**config.mk**
```make
export PLATFORM = sky130hd
export DESIGN_NAME = unique_id_allocator
export DESIGN_NICKNAME = d
export VERILOG_FILES = /design/src/rtl/core/uia_pkg.sv /design/src/rtl/core/unique_id_allocator.sv /design/src/rtl/core/uia_ram.sv /design/src/rtl/core/uia_datapath.sv /design/src/rtl/core/uia_ctrl.sv
export VERILOG_INCLUDE_DIRS = /design/src /design/src/rtl/core
export SDC_FILE = /design/constraint.sdc
export NUM_CORES = 1
export LEC_CHECK = 0
export ABC_AREA = 1
export BUFFER_PORTS_ARGS = -buffer_cell sky130_fd_sc_hd__clkbuf_2
export CAP_MARGIN = 10
export CORE_MARGIN = 3
export CORE_UTILIZATION = 40
export CTS_CLUSTER_SIZE = 24
export DETAILED_ROUTE_END_ITERATION = 6
export HOLD_SLACK_MARGIN = 0.05
export PLACE_DENSITY = 0.59
export SLEW_MARGIN = 20
export SYNTH_ARGS = -nofsm -noshare
export SYNTH_HDL_FRONTEND = slang
export SYNTH_HIERARCHICAL = 1
export SYNTH_SLANG_ARGS = --single-unit
```
**constraint.sdc**
```tcl
create_clock -name clk -period 7.57 [get_ports clk]
set_input_delay 0.757 -clock clk [delete_from_list [all_inputs] [get_ports clk]]
set_output_delay 0.757 -clock clk [all_outputs]
set_load 0.05 [all_outputs]
```
**src/rtl/core/unique_id_allocator_macros.svh**
```systemverilog
// assertion macros shared by the identifier allocator rtl
`ifndef UNIQUE_ID_ALLOCATOR_MACROS_SVH
`define UNIQUE_ID_ALLOCATOR_MACROS_SVH

`ifndef SYNTHESIS
// plain property, checked on every edge outside reset
`define UIA_ASSERT(lbl, prop, msg) \
  lbl: assert property (@(posedge clk) disable iff (rst) (prop)) else $error(msg);
// same-cycle implication, checked on every edge outside reset
`define UIA_ASSERT_IMPL(lbl, ante, cons, msg) \
  lbl: assert property (@(posedge clk) disable iff (rst) (ante) |-> (cons)) else $error(msg);
`else
`define UIA_ASSERT(lbl, prop, msg)
`define UIA_ASSERT_IMPL(lbl, ante, cons, msg)
`endif

`endif

```
**src/rtl/core/uia_pkg.sv**
```systemverilog
// shared constants, codes and controller/datapath interface types
`timescale 1ns / 1ps

package uia_pkg;

  localparam int TABLE_ENTRIES_DEF = 64;
  localparam int ID_LIMIT_DEF      = 128;

  localparam int STATUS_W = 2;
  localparam int IDENT_W  = 7;
  localparam int SLOT_W   = 6;

  localparam logic FUNC_ALLOC  = 1'b0;
  localparam logic FUNC_LOOKUP = 1'b1;

  typedef enum logic [STATUS_W-1:0] {
    STAT_ALLOC = 2'd0,
    STAT_FULL  = 2'd1,
    STAT_HIT   = 2'd2,
    STAT_MISS  = 2'd3
  } status_t;

  typedef enum logic [2:0] {
    S_IDLE,
    S_DECIDE,
    S_SCAN,
    S_LOOK,
    S_WRITE,
    S_RESP
  } state_t;

  typedef struct packed {
    logic    capture;
    logic    init;
    logic    scan_run;
    logic    look_run;
    logic    commit;
    logic    res_ld;
    status_t res_code;
  } dp_cmd_t;

  typedef struct packed {
    logic lookup;
    logic full;
    logic need_scan;
    logic query_ok;
    logic over;
    logic pass_end;
    logic hit;
  } dp_stat_t;

endpackage

```
**src/rtl/core/unique_id_allocator.sv**
```systemverilog
// top level: identifier allocator with cached safe window
// full, or a lookup id out of range, is answered from the decide state; an allocate
//   inside the safe window goes straight to write, otherwise it scans the table first
// lookup: reads the table until a hit, or a miss at the end of the filled entries
// scan restarts from slot zero at the bound; one word at a time, next start taken with done
// reset: synchronous, clears count, sets cursor and safe bound to ID_LIMIT; results cannot be stalled
`timescale 1ns / 1ps

module unique_id_allocator #(
  parameter int TABLE_ENTRIES = uia_pkg::TABLE_ENTRIES_DEF,
  parameter int ID_LIMIT      = uia_pkg::ID_LIMIT_DEF
) (
  input  logic                         clk,
  input  logic                         rst,
  input  logic                         start,
  output logic                         busy,
  input  logic                         func,
  input  logic [uia_pkg::IDENT_W-1:0]  query_ident,
  output logic                         done,
  output logic [uia_pkg::STATUS_W-1:0] status,
  output logic [uia_pkg::IDENT_W-1:0]  ident,
  output logic [uia_pkg::SLOT_W-1:0]   slot
);

  import uia_pkg::*;

  // command and status bundles between sequencer and datapath
  dp_cmd_t  cmd;
  dp_stat_t stat;

  // sequencer: decides fast path, scan, lookup or full per request word
  uia_ctrl u_ctrl (
    .clk   (clk),
    .rst   (rst),
    .start (start),
    .stat  (stat),
    .cmd   (cmd),
    .busy  (busy),
    .done  (done)
  );

  // datapath: id ram, cursor/safe bound, scan engine, result word registers
  uia_datapath #(
    .TABLE_ENTRIES (TABLE_ENTRIES),
    .ID_LIMIT      (ID_LIMIT)
  ) u_datapath (
    .clk         (clk),
    .rst         (rst),
    .cmd         (cmd),
    .stat        (stat),
    .func        (func),
    .query_ident (query_ident),
    .status      (status),
    .ident       (ident),
    .slot        (slot)
  );

endmodule

```
**src/rtl/core/uia_ram.sv**
```systemverilog
// generic simple dual port ram, registered read
`timescale 1ns / 1ps

module uia_ram #(
  parameter int WIDTH = 8,
  parameter int DEPTH = 64
) (
  input  logic                     clk,
  input  logic                     we,
  input  logic [$clog2(DEPTH)-1:0] waddr,
  input  logic [WIDTH-1:0]         wdata,
  input  logic [$clog2(DEPTH)-1:0] raddr,
  output logic [WIDTH-1:0]         rdata
);

  logic [WIDTH-1:0] mem [DEPTH];

  always_ff @(posedge clk) begin
    if (we) begin
      mem[waddr] <= wdata;
    end
    rdata <= mem[raddr];
  end

endmodule

```
**src/rtl/core/uia_datapath.sv**
```systemverilog
// identifier table, cursor, safe bound, scan engine and result registers
`timescale 1ns / 1ps
`include "unique_id_allocator_macros.svh"

module uia_datapath #(
  parameter int TABLE_ENTRIES = uia_pkg::TABLE_ENTRIES_DEF,
  parameter int ID_LIMIT      = uia_pkg::ID_LIMIT_DEF
) (
  input  logic                         clk,
  input  logic                         rst,
  input  uia_pkg::dp_cmd_t             cmd,
  output uia_pkg::dp_stat_t            stat,
  input  logic                         func,
  input  logic [uia_pkg::IDENT_W-1:0]  query_ident,
  output logic [uia_pkg::STATUS_W-1:0] status,
  output logic [uia_pkg::IDENT_W-1:0]  ident,
  output logic [uia_pkg::SLOT_W-1:0]   slot
);

  import uia_pkg::*;

  localparam int AW       = $clog2(TABLE_ENTRIES);
  localparam int CNTW     = $clog2(TABLE_ENTRIES + 1);
  localparam int IDW      = $clog2(ID_LIMIT);
  localparam int CW       = $clog2(ID_LIMIT + 2);
  localparam int PASS_MAX = 2 * ID_LIMIT + 2;
  localparam int PW       = $clog2(PASS_MAX + 1);

  // architectural state
  logic [CNTW-1:0]    entry_count;
  logic [CW-1:0]      cursor;
  logic [CW-1:0]      safe_bound;

  // request and scan working registers
  logic               func_q;
  logic [IDENT_W-1:0] query_q;
  logic [CW-1:0]      cand;
  logic [CW-1:0]      safe;
  logic [PW-1:0]      passes;
  logic [CNTW-1:0]    rd_idx;
  logic               pend;
  logic [AW-1:0]      pend_idx;

  logic [IDW-1:0]     rd_data;
  logic [CW-1:0]      rd_val;
  logic [CW-1:0]      cand0;
  logic [CW-1:0]      cand_inc;
  logic               rd_en;
  logic               match;
  logic               step_again;

  uia_ram #(
    .WIDTH (IDW),
    .DEPTH (TABLE_ENTRIES)
  ) u_ident_ram (
    .clk   (clk),
    .we    (cmd.commit),
    .waddr (entry_count[AW-1:0]),
    .wdata (IDW'(cand)),
    .raddr (rd_idx[AW-1:0]),
    .rdata (rd_data)
  );

  assign rd_val     = CW'(rd_data);
  assign cand0      = cursor + CW'(1);
  assign cand_inc   = cand + CW'(1);
  assign rd_en      = rd_idx < entry_count;
  assign match      = pend && (rd_val == cand);
  assign step_again = match && (cand_inc >= safe);

  assign stat.lookup    = (func_q == FUNC_LOOKUP);
  assign stat.full      = (int'(entry_count) >= TABLE_ENTRIES) ||
                          (int'(entry_count) + 1 >= ID_LIMIT);
  assign stat.need_scan = (int'(cand0) >= ID_LIMIT) || (cand0 >= safe_bound);
  assign stat.query_ok  = (query_q != '0) && (int'(query_q) < ID_LIMIT);
  assign stat.over      = step_again && (int'(passes) >= PASS_MAX);
  assign stat.pass_end  = !pend && !rd_en;
  assign stat.hit       = pend && (32'(rd_data) == 32'(query_q));

  always_ff @(posedge clk) begin
    if (rst) begin
      entry_count <= '0;
      cursor      <= CW'(ID_LIMIT);
      safe_bound  <= CW'(ID_LIMIT);
    end else if (cmd.commit) begin
      entry_count <= entry_count + CNTW'(1);
      cursor      <= cand;
      safe_bound  <= safe;
    end
  end

  // request capture and scan engine: one table entry compared per cycle behind the registered read
  always_ff @(posedge clk) begin
    if (cmd.capture) begin
      func_q  <= func;
      query_q <= query_ident;
    end
    if (cmd.init) begin
      cand   <= (int'(cand0) >= ID_LIMIT) ? CW'(1) : cand0;
      safe   <= stat.need_scan ? CW'(ID_LIMIT) : safe_bound;
      passes <= '0;
      rd_idx <= '0;
      pend   <= 1'b0;
    end else if (cmd.scan_run || cmd.look_run) begin
      if (cmd.scan_run && step_again) begin
        // candidate ran into the bound: restart the pass from slot zero
        cand   <= (int'(cand_inc) >= ID_LIMIT) ? CW'(1) : cand_inc;
        safe   <= CW'(ID_LIMIT);
        passes <= passes + PW'(1);
        rd_idx <= '0;
        pend   <= 1'b0;
      end else begin
        if (cmd.scan_run && match) begin
          cand <= cand_inc;
        end else if (cmd.scan_run && pend && (rd_val > cand) && (safe > rd_val)) begin
          safe <= rd_val;
        end
        rd_idx   <= rd_en ? rd_idx + CNTW'(1) : rd_idx;
        pend     <= rd_en;
        pend_idx <= rd_idx[AW-1:0];
      end
    end
  end

  always_ff @(posedge clk) begin
    if (cmd.res_ld) begin
      status <= cmd.res_code;
      case (cmd.res_code)
        STAT_ALLOC: begin
          ident <= IDENT_W'(cand);
          slot  <= SLOT_W'(entry_count);
        end
        STAT_HIT: begin
          ident <= query_q;
          slot  <= SLOT_W'(pend_idx);
        end
        STAT_MISS: begin
          ident <= query_q;
          slot  <= '0;
        end
        default: begin
          ident <= '0;
          slot  <= '0;
        end
      endcase
    end
  end

  `UIA_ASSERT(a_count_bound, int'(entry_count) <= TABLE_ENTRIES, "entry count past table size")
  `UIA_ASSERT(a_safe_above_cursor, safe_bound >= cursor, "safe bound fell below cursor")
  `UIA_ASSERT_IMPL(a_commit_not_full, cmd.commit, !stat.full, "commit into a full table")

endmodule

```
**src/rtl/core/uia_ctrl.sv**
```systemverilog
// request sequencer for the identifier allocator
`timescale 1ns / 1ps
`include "unique_id_allocator_macros.svh"

module uia_ctrl (
  input  logic              clk,
  input  logic              rst,
  input  logic              start,
  input  uia_pkg::dp_stat_t stat,
  output uia_pkg::dp_cmd_t  cmd,
  output logic              busy,
  output logic              done
);

  import uia_pkg::*;

  state_t state;
  state_t state_next;

  always_ff @(posedge clk) begin
    if (rst) begin
      state <= S_IDLE;
    end else begin
      state <= state_next;
    end
  end

  always_comb begin
    state_next   = state;
    cmd          = '0;
    cmd.res_code = STAT_ALLOC;
    busy         = 1'b1;
    done         = 1'b0;
    case (state)
      S_IDLE, S_RESP: begin
        busy = 1'b0;
        done = (state == S_RESP);
        if (start) begin
          cmd.capture = 1'b1;
          state_next  = S_DECIDE;
        end else begin
          state_next = S_IDLE;
        end
      end
      S_DECIDE: begin
        cmd.init = 1'b1;
        if (stat.lookup) begin
          if (stat.query_ok) begin
            state_next = S_LOOK;
          end else begin
            cmd.res_ld   = 1'b1;
            cmd.res_code = STAT_MISS;
            state_next   = S_RESP;
          end
        end else if (stat.full) begin
          cmd.res_ld   = 1'b1;
          cmd.res_code = STAT_FULL;
          state_next   = S_RESP;
        end else if (stat.need_scan) begin
          state_next = S_SCAN;
        end else begin
          state_next = S_WRITE;
        end
      end
      S_SCAN: begin
        cmd.scan_run = 1'b1;
        if (stat.over) begin
          cmd.res_ld   = 1'b1;
          cmd.res_code = STAT_FULL;
          state_next   = S_RESP;
        end else if (stat.pass_end) begin
          state_next = S_WRITE;
        end
      end
      S_LOOK: begin
        cmd.look_run = 1'b1;
        if (stat.hit) begin
          cmd.res_ld   = 1'b1;
          cmd.res_code = STAT_HIT;
          state_next   = S_RESP;
        end else if (stat.pass_end) begin
          cmd.res_ld   = 1'b1;
          cmd.res_code = STAT_MISS;
          state_next   = S_RESP;
        end
      end
      S_WRITE: begin
        cmd.commit   = 1'b1;
        cmd.res_ld   = 1'b1;
        cmd.res_code = STAT_ALLOC;
        state_next   = S_RESP;
      end
      default: begin
        state_next = S_IDLE;
      end
    endcase
  end

  `UIA_ASSERT(a_done_single, done |=> !done, "result strobe held two cycles")
  `UIA_ASSERT(a_accept_busy, (start && !busy) |=> busy, "request taken but not busy")
  `UIA_ASSERT(a_done_after_work, done |-> $past(busy), "result without work")

endmodule

```
==> impl.org, run 1 <==
** Timing
- For the final database, setup skew stands at 20.2 ps.
- Hold Violations, Final :: 0
- For the pin with the worst max-slew slack, the measured transition is 1060 ps.
- Final Critical Period :: 4180 ps
- The worst pin sits at a relative slew slack of 0.290.
- In the post-route analysis, the smallest setup slack over all paths is 3390 ps.
- In the final timing run, aggregate negative setup slack is 0 ps.
- Setup violations remaining at the end of the flow were counted as 0.
- In the finished design, the share of the clock period the worst path needs comes to 0.552.
- The tightest hold path in the finished design has a slack of 318 ps.
- Count of final max-slew check failures :: 0
- Setup repair after global routing left no endpoint under its margin.
- Maximum clock frequency :: 239 MHz

** Layout
- Most common library cell in the layout ignoring fill and taps :: sky130_fd_sc_hd__nand2_1
- Layout Nets :: 2271
- Summing all flip-flop and latch instances after layout gives 0.0158 mm².
- Layout-stage area growth over the synthesis result :: 10.7%
- Measured on the finished design, the core utilization comes to 0.451.
- Footprint of the multi-input gates :: 0.00689 mm²
- Layout cell share with drive strength beyond 1 :: 0.0743
- Number of diodes :: 0
- Leaving out fill and tap cells, the most frequent cells in the layout are 689 x sky130_fd_sc_hd__nand2_1, 493 x sky130_fd_sc_hd__edfxtp_1, 435 x sky130_fd_sc_hd__nand3_1.
- After filler insertion, the fill cell instance count of the layout stands at 5418.

** Synthesis
- For this run, the register share of the synthesized area comes to 0.667.
- After synthesis, the netlist uses 43 different library cells.
- The synthesized design contains 493 enable-type register cells.
- Synth async-reset ratio :: 0
- The synthesized design contains 543 register bits.
- Among all flip-flop cells after synthesis, the most frequent one is sky130_fd_sc_hd__edfxtp_1.
- Cell area after synthesis :: 0.0237 mm²
- Yosys printed 6 warnings.
- Dominant cells by area after synthesis :: sky130_fd_sc_hd__edfxtp_1 62%, sky130_fd_sc_hd__nand2_1 11%, sky130_fd_sc_hd__nand3_1 9.2%
- Gate count of the mapped netlist :: 2216
- A synthesized cell averages 10.7 µm².
- Post-synthesis net count :: 2270
- The biggest area contributor in the post-synthesis netlist is sky130_fd_sc_hd__edfxtp_1.
- Area share of the largest cell type after synthesis :: 0.625

** Global route
- Entering global routing, the biggest net connects 102 pins.
- Overflow left after global routing :: 0
- Aggregate global-route resource usage :: 0.190
- The number of global-route vias before repair came to 15.5k.
- The first global-routing pass estimated 92200 µm of wire.
- Initial antenna violation count :: 0

** CTS
- Counting every sink on the clock net gives 543.
- CTS Hold Bufs :: 0
- The clock reaches the later pin of the worst-skew pair after 620 ps.
- Root Driver :: sky130_fd_sc_hd__clkbuf_16
- Clock-pin slew was measured on the worst setup and hold paths at 60 ps.
- Gates resized during post-CTS repair numbered 0.
- CTS built an H-tree with a depth of 2.
- The number of setup buffers added after CTS is 0.
- TritonCTS clock tree :: done
- No sink is reached through more buffers than the 3 on the longest clock path.
- CTS Buf Count :: 57

** Floorplan
- Die Area :: 0.0622 mm²
- Vert. Die Dim :: 249 µm
- Row generation in the floorplan step produced 88 rows.
- In this run the count of I/O pins placed on the die edge is 28.
- The die is 249 µm wide.
- The total area inside the core boundary comes to 0.0581 mm².
- Starting density of the core :: 0.408

** Setup path
- STA puts the critical path data required time at 7920 ps.
- Maximum fanout encountered on the critical timing path :: 25
- Setup Crit Path Kind :: reg2reg
- Crit end category :: flop
- At the worst endpoint, the arrival time is 4520 ps.
- Element type at the critical path start :: flop

** Placed design
- Half-perimeter wire length after placement :: 36200 µm
- Pre-CTS setup slack :: 3300 ps
- Count of buffers inserted at the top-level ports :: 27
- The congestion estimate from routability-driven global placement came to 0.860.

** Power and ir drop
- The worst-case IR drop observed on VDD is 0.189 mV.
- Power spread over the standard cell area amounts to 294 mW/mm².
- Sum of internal, switching and leakage power :: 7.72 mW
- In this run the static leakage power is 9.62 nW.

** Outcome
- The run finished with clean final reports.

** Job
- Max-Cap Viols :: 0

** Routing
- The final route contains 16.3k vias.
- Dividing the detail-routed wire length by the instance count gives 19.8 µm.
- In the routed design, unresolved DRC markers number 0.
- In the routed layout, each cell is associated on average with a via count of 5.38.
- Total wirelength of the detailed-routed design :: 59900 µm
- Number of routed nets with antenna violations :: 0
- In this run, the number of DRC markers left after iteration 0 of detailed routing was 1447.
- Before antenna repair, the detailed router went through 5 iterations.

** Worst hold path
- The worst hold path belongs to the class in2reg.
-- area by class of cell --
type                            count  area share
Clock buffer                       75      0.0585
Clock inverter                     29     0.00916
Inverter                          109      0.0160
Multi-Input combinational cell   1451       0.263
Sequential cell                   543       0.603
Tap cell                          765      0.0365
Timing Repair Buffer               55      0.0144
-- registers in the layout, indices dropped and copies added, names as in the netlist --
name	count
u_datapath/pend	1
u_datapath/entry_count	7
u_datapath/u_ident_ram/rdata	7
u_datapath/safe	8
u_datapath/passes	9
u_ctrl/state	3
u_datapath/cand	8
u_datapath/ident	7
u_datapath/safe_bound	8
u_datapath/query_q	7
u_datapath/pend_idx	6
u_datapath/rd_idx	7
u_datapath/status	2
u_datapath/func_q	1
u_datapath/cursor	8
u_datapath/u_ident_ram/mem	448
u_datapath/slot	6
-- layer usage --
layer	up-vias	global-route usage	part of all wire
li1	7703	-	-
met1	7943	0.263	0.44
met2	540	0.306	0.47
met3	104	0.0276	0.063
met4	0	0.0665	0.031
met5	-	0	0
-- Yosys cell counts, types with 2 or more instances --
library cell               instances
sky130_fd_sc_hd__nand3_2           2
sky130_fd_sc_hd__inv_1            99
sky130_fd_sc_hd__nor2_1           94
sky130_fd_sc_hd__nand4_4           2
sky130_fd_sc_hd__o21ai_1           6
sky130_fd_sc_hd__buf_4            19
sky130_fd_sc_hd__nor3_1           11
sky130_fd_sc_hd__clkbuf_1         25
sky130_fd_sc_hd__xnor2_1           6
sky130_fd_sc_hd__nor2_2            5
sky130_fd_sc_hd__nor2_4            2
sky130_fd_sc_hd__a211oi_1          2
sky130_fd_sc_hd__nand3_1         435
sky130_fd_sc_hd__nand2_1         689
sky130_fd_sc_hd__inv_2             7
sky130_fd_sc_hd__nand2_2           3
sky130_fd_sc_hd__buf_2            51
sky130_fd_sc_hd__o22ai_1           7
sky130_fd_sc_hd__o31ai_1           2
sky130_fd_sc_hd__a21o_1            2
sky130_fd_sc_hd__xor2_1           16
sky130_fd_sc_hd__nor4_1           11
sky130_fd_sc_hd__buf_6             7
sky130_fd_sc_hd__nand4_1          14
sky130_fd_sc_hd__o21ai_0          33
sky130_fd_sc_hd__a221oi_1          2
sky130_fd_sc_hd__a21oi_1          52
sky130_fd_sc_hd__nand2_4           3
sky130_fd_sc_hd__ha_1             43
sky130_fd_sc_hd__edfxtp_1        493
sky130_fd_sc_hd__buf_1            11
sky130_fd_sc_hd__o21a_1            2
sky130_fd_sc_hd__dfxtp_1          50
-- worst max-delay path, cell delays in order, from the launching register on --
cell and delay (ps):
sky130_fd_sc_hd__edfxtp_1 970, sky130_fd_sc_hd__nand3_1 250, sky130_fd_sc_hd__nor2_2 180, sky130_fd_sc_hd__nand2_1 80, sky130_fd_sc_hd__xor2_1 180, sky130_fd_sc_hd__inv_1 60
sky130_fd_sc_hd__ha_1 290, sky130_fd_sc_hd__a21oi_1 70, sky130_fd_sc_hd__o21a_1 180, sky130_fd_sc_hd__nand2_2 110, sky130_fd_sc_hd__nand2_1 60, sky130_fd_sc_hd__a211oi_1 450
sky130_fd_sc_hd__nand2_1 140, sky130_fd_sc_hd__nand2_1 120, sky130_fd_sc_hd__nand2_1 80, sky130_fd_sc_hd__nand2_1 80, sky130_fd_sc_hd__inv_1 130, sky130_fd_sc_hd__nand2_1 330
sky130_fd_sc_hd__o21ai_0 140
-- through the flow --
stage | std cells | cell area, µm²
finish | 3027 | 26200
global route | 3027 | 26200
CTS | 3025 | 26200
detailed placement | 2921 | 24400
global placement | 2919 | 24400
floorplan | 2216 | 23700
-- final timing paths --
check                       start                    end  slack [ps]  depth (start not counted)
max            u_datapath/cand[2]     u_datapath/slot[0]        3390                         18
min                query_ident[3]  u_datapath/query_q[3]         320                          1
max reg2reg    u_datapath/cand[2]     u_datapath/slot[0]        3390                         18
min reg2reg  u_datapath/cursor[7]   u_datapath/cursor[7]         490                          2
-- power by group --
| part | switching, mW | internal, mW |
|---|---|---|
| registers | 0.145 | 3.56 |
| logic | 1.00 | 0.352 |
| clock network | 1.13 | 1.52 |
-- cell families (layout without fill, tap and decap cells) --
family,after synthesis,in the layout,share of synthesized area
buffers and inverters,222,268,0.0434
and+or+nand+nor,1275,1275,0.234
xor gates and xnor gates,22,22,0.00813
adders and majority gates,43,43,0.0227
DFF,543,543,0.667
AOI/OAI and AO/OA,111,111,0.0253
Power figures use the tool's default switching activity.
==> inputs of run 2 (changes only) <==
Settings changed: PLACE_DENSITY 0.59 to 0.61.
Clock period 7.57 ns to 3.6 ns, I/O delays scaled along.
==> run 2 against run 1 <==
Die area stayed put. Setup slack worse by 2900 ps. Non-clock buffer count is 20 higher. Combinational power is 120% higher. Critical path type unchanged.
==> impl.org, run 2 (synthesized netlist as in run 1, its figures left out) <==
** Placed design
- Count of buffers inserted at the top-level ports :: 27 (unchanged)
- Total placed cells including tap cells :: 2935 (was 2921)
- The final HPWL from detailed placement is 36000 µm (was 36200 µm).
- Weighted congestion reported at the end of routability-driven placement :: 0.843 (was 0.860)

** CTS
- CTS Buf Count :: 55 (was 57)
- Clock Path Buffers :: 3 (unchanged)
- The number of hold buffers added after CTS is 8 (was 0).
- Number of resized instances in the post-cts repair step :: 0 (unchanged)
- Worst-path clk slew :: 70 ps (was 60 ps)
- The number of sinks handled by clock tree synthesis was 543 (unchanged).
- Root Driver :: sky130_fd_sc_hd__clkbuf_16 (unchanged)
- Worst-Skew Late Latency :: 600 ps (was 620 ps)
- The post-CTS setup-driven buffer insertion count was 0 (unchanged).
- TritonCTS clock tree :: done (unchanged)
- H-Tree Depth :: 2 (unchanged)

** Layout
- Leading cell types in the layout, fill and taps excluded: 688 x sky130_fd_sc_hd__nand2_1, 493 x sky130_fd_sc_hd__edfxtp_1, 432 x sky130_fd_sc_hd__nand3_1 (was 689 x sky130_fd_sc_hd__nand2_1, 493 x sky130_fd_sc_hd__edfxtp_1, 435 x sky130_fd_sc_hd__nand3_1).
- The layout-stage area growth over the synthesis result was 11.6% (was 10.7%).
- The most flop-heavy register is u_datapath/u_ident_ram/mem (unchanged).
- The number of antenna diodes came to 0 (unchanged).
- The final net count came to 2289 (was 2271).
- Most common library cell in the layout ignoring fill and taps :: sky130_fd_sc_hd__nand2_1 (unchanged)
- Final cell count without fillers :: 3043 (was 3027)
- Max FFs per register :: 448 (unchanged)
- The final core utilization was 0.455 (was 0.451).
- Registers with the most flip-flops :: u_datapath/u_ident_ram/mem (448), u_datapath/passes (9) (unchanged)
- Layout cell share with drive strength beyond 1 :: 0.0799 (was 0.0743)

** Floorplan
- Die Area :: 0.0622 mm² (unchanged)
- The die outline height is 249 µm (unchanged).
- The I/O pin count was 28 (unchanged).
- Die W :: 249 µm (unchanged)
- The core footprint is 0.0581 mm² (unchanged).
- Starting density of the core :: 0.408 (unchanged)
- The number of rows in the core area is 88 (unchanged).

** Timing
- The final setup violation count was 0 (unchanged).
- Final Critical Period :: 3120 ps (was 4180 ps)
- The share of the cycle needed by the critical path after routing was 0.868 (was 0.552).
- The setup clock skew after layout was 15.8 ps (was 20.2 ps).
- Worst hold margin :: 113 ps (was 318 ps)
- The maximum achievable frequency is 320 MHz (was 239 MHz).
- The transition time of the tightest slew-check pin is 1050 ps (was 1060 ps).
- Tightest slew margin relative to the limit :: 0.297 (was 0.290)
- Setup repair after global routing missed its margin :: no (unchanged)
- The number of max-slew violations in the final report is 0 (unchanged).
- Final TNS setup :: 0 ps (unchanged)
- Hold Violations, Final :: 0 (unchanged)

** Global route
- Global routing usage on met1 :: 0.257 (was 0.263)
- The residual overflow from global routing is 0 (unchanged).
- The met3 routing resource usage after global routing is 0.0292 (was 0.0276).
- Global-route wire length before repair :: 90900 µm (was 92200 µm)
- Busiest layer in global routing :: met2 (unchanged)
- GR Layer Usage met2 :: 0.299 (was 0.306)
- The global-route usage over all layers came to 0.186 (was 0.190).
- Via count of the first global-routing pass :: 15.5k (about the same)
- Initial antenna violation count :: 0 (unchanged)
- Largest net degree at the start of global routing :: 138 (was 102)

** Setup path
- The worst endpoint required time is 3940 ps (was 7920 ps).
- Element type at the critical path start :: flop (unchanged)
- The worst-path maximum fanout is 12 (was 25).
- Crit end category :: flop (unchanged)
- Setup Crit Path Kind :: reg2reg (unchanged)
- Arrival @ worst endpoint :: 3460 ps (was 4520 ps)

** Routing
- The residual DRC count is 0 (unchanged).
- Number of routed nets with antenna violations :: 0 (unchanged)
- The number of iterations in the first detailed-routing pass came to 5 (unchanged).
- Wire length per cell :: 19.4 µm (was 19.8 µm)
- Via count :: 16.3k (about the same)
- The DRC marker count from the first detailed-route iteration came to 1613 (was 1447).
- Via density per instance :: 5.37 (was 5.38)
- The final wirelength is 59100 µm (was 59900 µm).

** Job
- Max-Cap Viols :: 0 (unchanged)

** Power and ir drop
- The static power due to leakage is 9.74 nW (was 9.62 nW).
- The total power came to 16.5 mW (was 7.72 mW).
- The worst-case vdd ir drop came to 0.400 mV (was 0.189 mV).
- The power density over cell area came to 624 mW/mm² (was 294 mW/mm²).

** Worst hold path
- Kind of path behind the tightest hold check :: in2reg (unchanged)

** Outcome
- Run status: complete, no violations (unchanged).
==> run 2: cell count changes in the layout (fill, tap and decap cells not counted), moves of 2 or more <==
| cell | change |
|---|---|
| sky130_fd_sc_hd__clkinv_8 | -2 |
| sky130_fd_sc_hd__buf_4 | +15 |
| sky130_fd_sc_hd__nand3_1 | -3 |
| sky130_fd_sc_hd__dlygate4sd3_1 | +8 |
| sky130_fd_sc_hd__clkbuf_1 | -4 |
| sky130_fd_sc_hd__buf_12 | +2 |
| sky130_fd_sc_hd__nor4_1 | +4 |
| sky130_fd_sc_hd__nand3_2 | +3 |
| sky130_fd_sc_hd__buf_8 | -4 |
| sky130_fd_sc_hd__nor4_2 | -4 |
| sky130_fd_sc_hd__bufinv_16 | +5 |
==> run 2: worst max-delay path, cell delays in order (launching register included) <==
cell and delay (ps):
sky130_fd_sc_hd__dfxtp_1 550, sky130_fd_sc_hd__inv_1 160, sky130_fd_sc_hd__ha_1 330, sky130_fd_sc_hd__nand2_1 50, sky130_fd_sc_hd__inv_1 40, sky130_fd_sc_hd__nand2_1 40, sky130_fd_sc_hd__nand2_1 50, sky130_fd_sc_hd__nand2_1 80
sky130_fd_sc_hd__a21oi_1 300, sky130_fd_sc_hd__nor2_1 70, sky130_fd_sc_hd__inv_1 80, sky130_fd_sc_hd__nand2_1 80, sky130_fd_sc_hd__o31ai_1 270, sky130_fd_sc_hd__inv_1 350, sky130_fd_sc_hd__nand2_2 290, sky130_fd_sc_hd__o22ai_1 110
==> run 2: report_power, final <==
group	internal [mW]	switching (mW)
combinational	0.750	2.22
clock	3.47	2.36
sequential	7.48	0.212
total	11.7	4.80
==> run 2: path summary, 6_finish.rpt <==
kind | from | end | slack (ps) | depth (start not counted)
max reg2reg | u_datapath/entry_count[2] | u_datapath/ident[4] | 480 | 15
max | u_datapath/entry_count[2] | u_datapath/ident[4] | 480 | 15
min reg2reg | u_datapath/cursor[7] | u_datapath/cursor[7] | 500 | 2
min | start | u_ctrl/state[0] | 110 | 5
==> run 2: area by class of cell <==
cell class,instances,area (µm²)
inverters,109,420
flip-flops and latches,543,15800
clock buffers,69,1480
well taps,765,957
clock inverters,31,348
repair buffers,75,541
fillers,5364,31700
multi-input cells,1451,6890
==> run 2: layer usage <==
| layer | part of all wire | vias up |
|---|---|---|
| met3 | 0.072 | 117 |
| met2 | 0.47 | 592 |
| li1 | - | 7724 |
| met5 | 0 | - |
| met4 | 0.030 | 0 |
| met1 | 0.43 | 7909 |
==> run 2: metrics by stage <==
| stage | cell area, µm² | setup WS (ps) |
|---|---|---|
| 5_1_grt | 26500 | 171 |
| 4_1_cts | 26500 | 514 |
| 6_report | 26500 | 475 |
| 3_5_place_dp | 24500 | 531 |
| 2_1_floorplan | 23700 | -118 |
| 3_3_place_gp | 24500 | 607 |
==> inputs of run 3 (changes only) <==
Settings changed: PLACE_DENSITY 0.61 to 0.66.
==> run 3 against run 2 <==
Setup slack lost 68 ps. Sequential share of layout area grew 0.56 points. Global-route usage shrank 0.38 points. Clock power shrank 11%. Hold slack gained 10 ps. Utilization shrank 0.42 points. Fmax shrank 2.1%. Total power shrank 4.0%. Via count shrank 0.44%. First-iteration DRC count grew 8.9%. Routed wire length shrank 2.1%. Die area is the same. Critical path type unchanged. Largest cell class unchanged. Highest routed layer unchanged.
==> impl.org, run 3 (synthesized netlist as in run 1, its figures left out) <==
** Routing
- Via count :: 16.3k (about the same)
- The mean number of vias per cell was 5.36 (was 5.37).
- The final wirelength was 57900 µm (was 59100 µm).
- Number of routed nets with antenna violations :: 0 (unchanged)
- The number of iterations in the first detailed-routing pass came to 5 (unchanged).
- Remaining routing DRC violations :: 0 (unchanged)
- The DRC marker count from the first detailed-route iteration came to 1757 (was 1613).
- Wire length per cell :: 19.1 µm (was 19.4 µm)

** Layout
- The number of antenna diodes was 0 (unchanged).
- Leading cell types in the layout, fill and taps excluded: 688 x sky130_fd_sc_hd__nand2_1, 493 x sky130_fd_sc_hd__edfxtp_1, 432 x sky130_fd_sc_hd__nand3_1 (unchanged).
- Registers with the most flip-flops: u_datapath/u_ident_ram/mem (448), u_datapath/passes (9) (unchanged).
- Design Area, Final :: 0.0262 mm² (was 0.0265 mm²)
- Core utilization of the finished layout :: 0.451 (was 0.455)
- Most common library cell in the layout ignoring fill and taps :: sky130_fd_sc_hd__nand2_1 (unchanged)
- Layout-stage area growth over the synthesis result :: 10.6% (was 11.6%)
- Layout cell share with drive strength beyond 1 :: 0.0758 (was 0.0799)
- The number of non-filler instances in the completed layout is 3033 (was 3043).
- Layout Nets :: 2283 (was 2289)
- Register name with the most flops :: u_datapath/u_ident_ram/mem (unchanged)
- The flip-flop count of the largest register after layout came to 448 (unchanged).

** CTS
- CTS Hold Bufs :: 8 (unchanged)
- The CTS tree was done (unchanged).
- Clock Path Buffers :: 3 (unchanged)
- The CTS buffer count was 53 (was 55).
- The post-CTS setup-driven buffer insertion count came to 0 (unchanged).
- The number of gates given a new drive strength after cts is 0 (unchanged).
- The clock-pin slew reported for the worst setup and hold paths after clock tree synthesis is 60 ps (was 70 ps).
- Worst-Skew Late Latency :: 610 ps (was 600 ps)
- H-Tree Depth :: 2 (unchanged)
- The cell at the root of the clock tree is sky130_fd_sc_hd__clkbuf_16 (unchanged).
- The number of sinks handled by clock tree synthesis was 543 (unchanged).

** Timing
- Hold Violations, Final :: 0 (unchanged)
- Final critical-path share of the clock period :: 0.887 (was 0.868)
- The number of max-slew violations in the final report was 0 (unchanged).
- The final sum of negative setup slack came to 0 ps (unchanged).
- Maximum clock frequency :: 313 MHz (was 320 MHz)
- The final worst setup slack is 407 ps (was 475 ps).
- Final setup viols :: 0 (unchanged)
- The setup clock skew after layout was 20.4 ps (was 15.8 ps).
- Tightest slew margin relative to the limit :: 0.381 (was 0.297)
- The worst hold slack was 124 ps (was 113 ps).
- The minimum period implied by the final worst setup slack is 3190 ps (was 3120 ps).
- Setup repair after global routing missed its margin :: no (unchanged)
- The transition time of the tightest slew-check pin came to 926 ps (was 1050 ps).

** Setup path
- CP Data Required Time :: 3940 ps (about the same)
- The kind of start point of the critical path is a flop (unchanged).
- The classification of the worst setup path is reg2reg (unchanged).
- The worst-path maximum fanout came to 25 (was 12).
- The worst endpoint data arrival time is 3530 ps (was 3460 ps).
- Crit end category :: flop (unchanged)

** Floorplan
- The floorplan die width was 249 µm (unchanged).
- Die Area :: 0.0622 mm² (unchanged)
- The core footprint came to 0.0581 mm² (unchanged).
- The die outline height is 249 µm (unchanged).
- The initial core utilization was 0.408 (unchanged).
- Std cell rows :: 88 (unchanged)
- I/O pins :: 28 (unchanged)

** Job
- The number of max-cap violations was 0 (unchanged).

** Global route
- The maximum number of pins on one net before global-route repair was 172 (was 138).
- Global-route wire length before repair :: 89500 µm (was 90900 µm)
- Via count of the first global-routing pass :: 15.5k (about the same)
- The residual overflow from global routing came to 0 (unchanged).
- The global-route usage over all layers was 0.182 (was 0.186).
- The initial antenna violation count is 0 (unchanged).

** Placed design
- The total placed cells including tap cells is 2931 (was 2935).
- Count of buffers inserted at the top-level ports :: 27 (unchanged)
- Half-perimeter wire length after placement :: 35500 µm (was 36000 µm)
- Weighted congestion reported at the end of routability-driven placement :: 0.911 (was 0.843)
- The pre-CTS setup slack came to 434 ps (was 531 ps).
- Area after DPL :: 0.0245 mm² (about the same)

** Power and ir drop
- Leak pwr :: 9.63 nW (was 9.74 nW)
- The total power came to 15.8 mW (was 16.5 mW).
- Largest voltage drop on the vdd net :: 0.357 mV (was 0.400 mV)
- The power density over cell area came to 604 mW/mm² (was 624 mW/mm²).

** Outcome
- Run status: complete, no violations (unchanged).

** Worst hold path
- Kind of path behind the tightest hold check :: in2reg (unchanged)
run 3: cell count changes in the layout (fill, tap and decap cells not counted), sizes merged:
cell | before | now
buf | 40 | 36
bufinv | 8 | 3
clkbuf | 96 | 94
inv | 106 | 107
run 3: routing by layer:
layer  wire length, µm  up-vias  GRT usage
li1                  -     7709          -
met1             24400     7846      0.249
met2             27300      596      0.299
met3              4160      119     0.0238
met4              1930        0     0.0676
met5                 0        -          0
run 3: final cells by class:
| class | instances | area (µm²) |
|---|---|---|
| fill | 5329 | 31900 |
| sequential | 543 | 15800 |
| multi-input combinational | 1451 | 6900 |
| clock buffer | 67 | 1390 |
| tap | 765 | 957 |
| timing repair buffer | 71 | 523 |
| inverter | 109 | 420 |
| clock inverter | 27 | 209 |
run 3: final timing paths:
path              depth (start not counted)                   end  slack (ps)            startpoint
hold reg to reg                           2  u_datapath/passes[8]         500  u_datapath/passes[8]
setup / recovery                         16    u_datapath/slot[2]         410    u_datapath/cand[5]
hold / removal                            5       u_ctrl/state[0]         120                 start
setup reg to reg                         16    u_datapath/slot[2]         410    u_datapath/cand[5]
run 3: worst max-delay path, stage by stage (launching register included):
cell and delay, ps:
sky130_fd_sc_hd__edfxtp_1 410, sky130_fd_sc_hd__buf_4 330, sky130_fd_sc_hd__inv_1 160, sky130_fd_sc_hd__ha_1 330
sky130_fd_sc_hd__nand2_1 90, sky130_fd_sc_hd__nor2_4 150, sky130_fd_sc_hd__nand4_4 110, sky130_fd_sc_hd__nor2_1 120
sky130_fd_sc_hd__nand2_1 70, sky130_fd_sc_hd__a211oi_2 290, sky130_fd_sc_hd__nand2_1 130, sky130_fd_sc_hd__nand2_1 100
sky130_fd_sc_hd__nand2_1 90, sky130_fd_sc_hd__nand2_1 110, sky130_fd_sc_hd__inv_2 100, sky130_fd_sc_hd__nand2_2 200
sky130_fd_sc_hd__o21ai_0 130
run 3: power breakdown:
| group | internal (mW) | switching (mW) |
|---|---|---|
| Sequential | 7.48 | 0.200 |
| Combinational | 0.746 | 2.20 |
| Clock | 2.93 | 2.27 |
| Total | 11.2 | 4.67 |
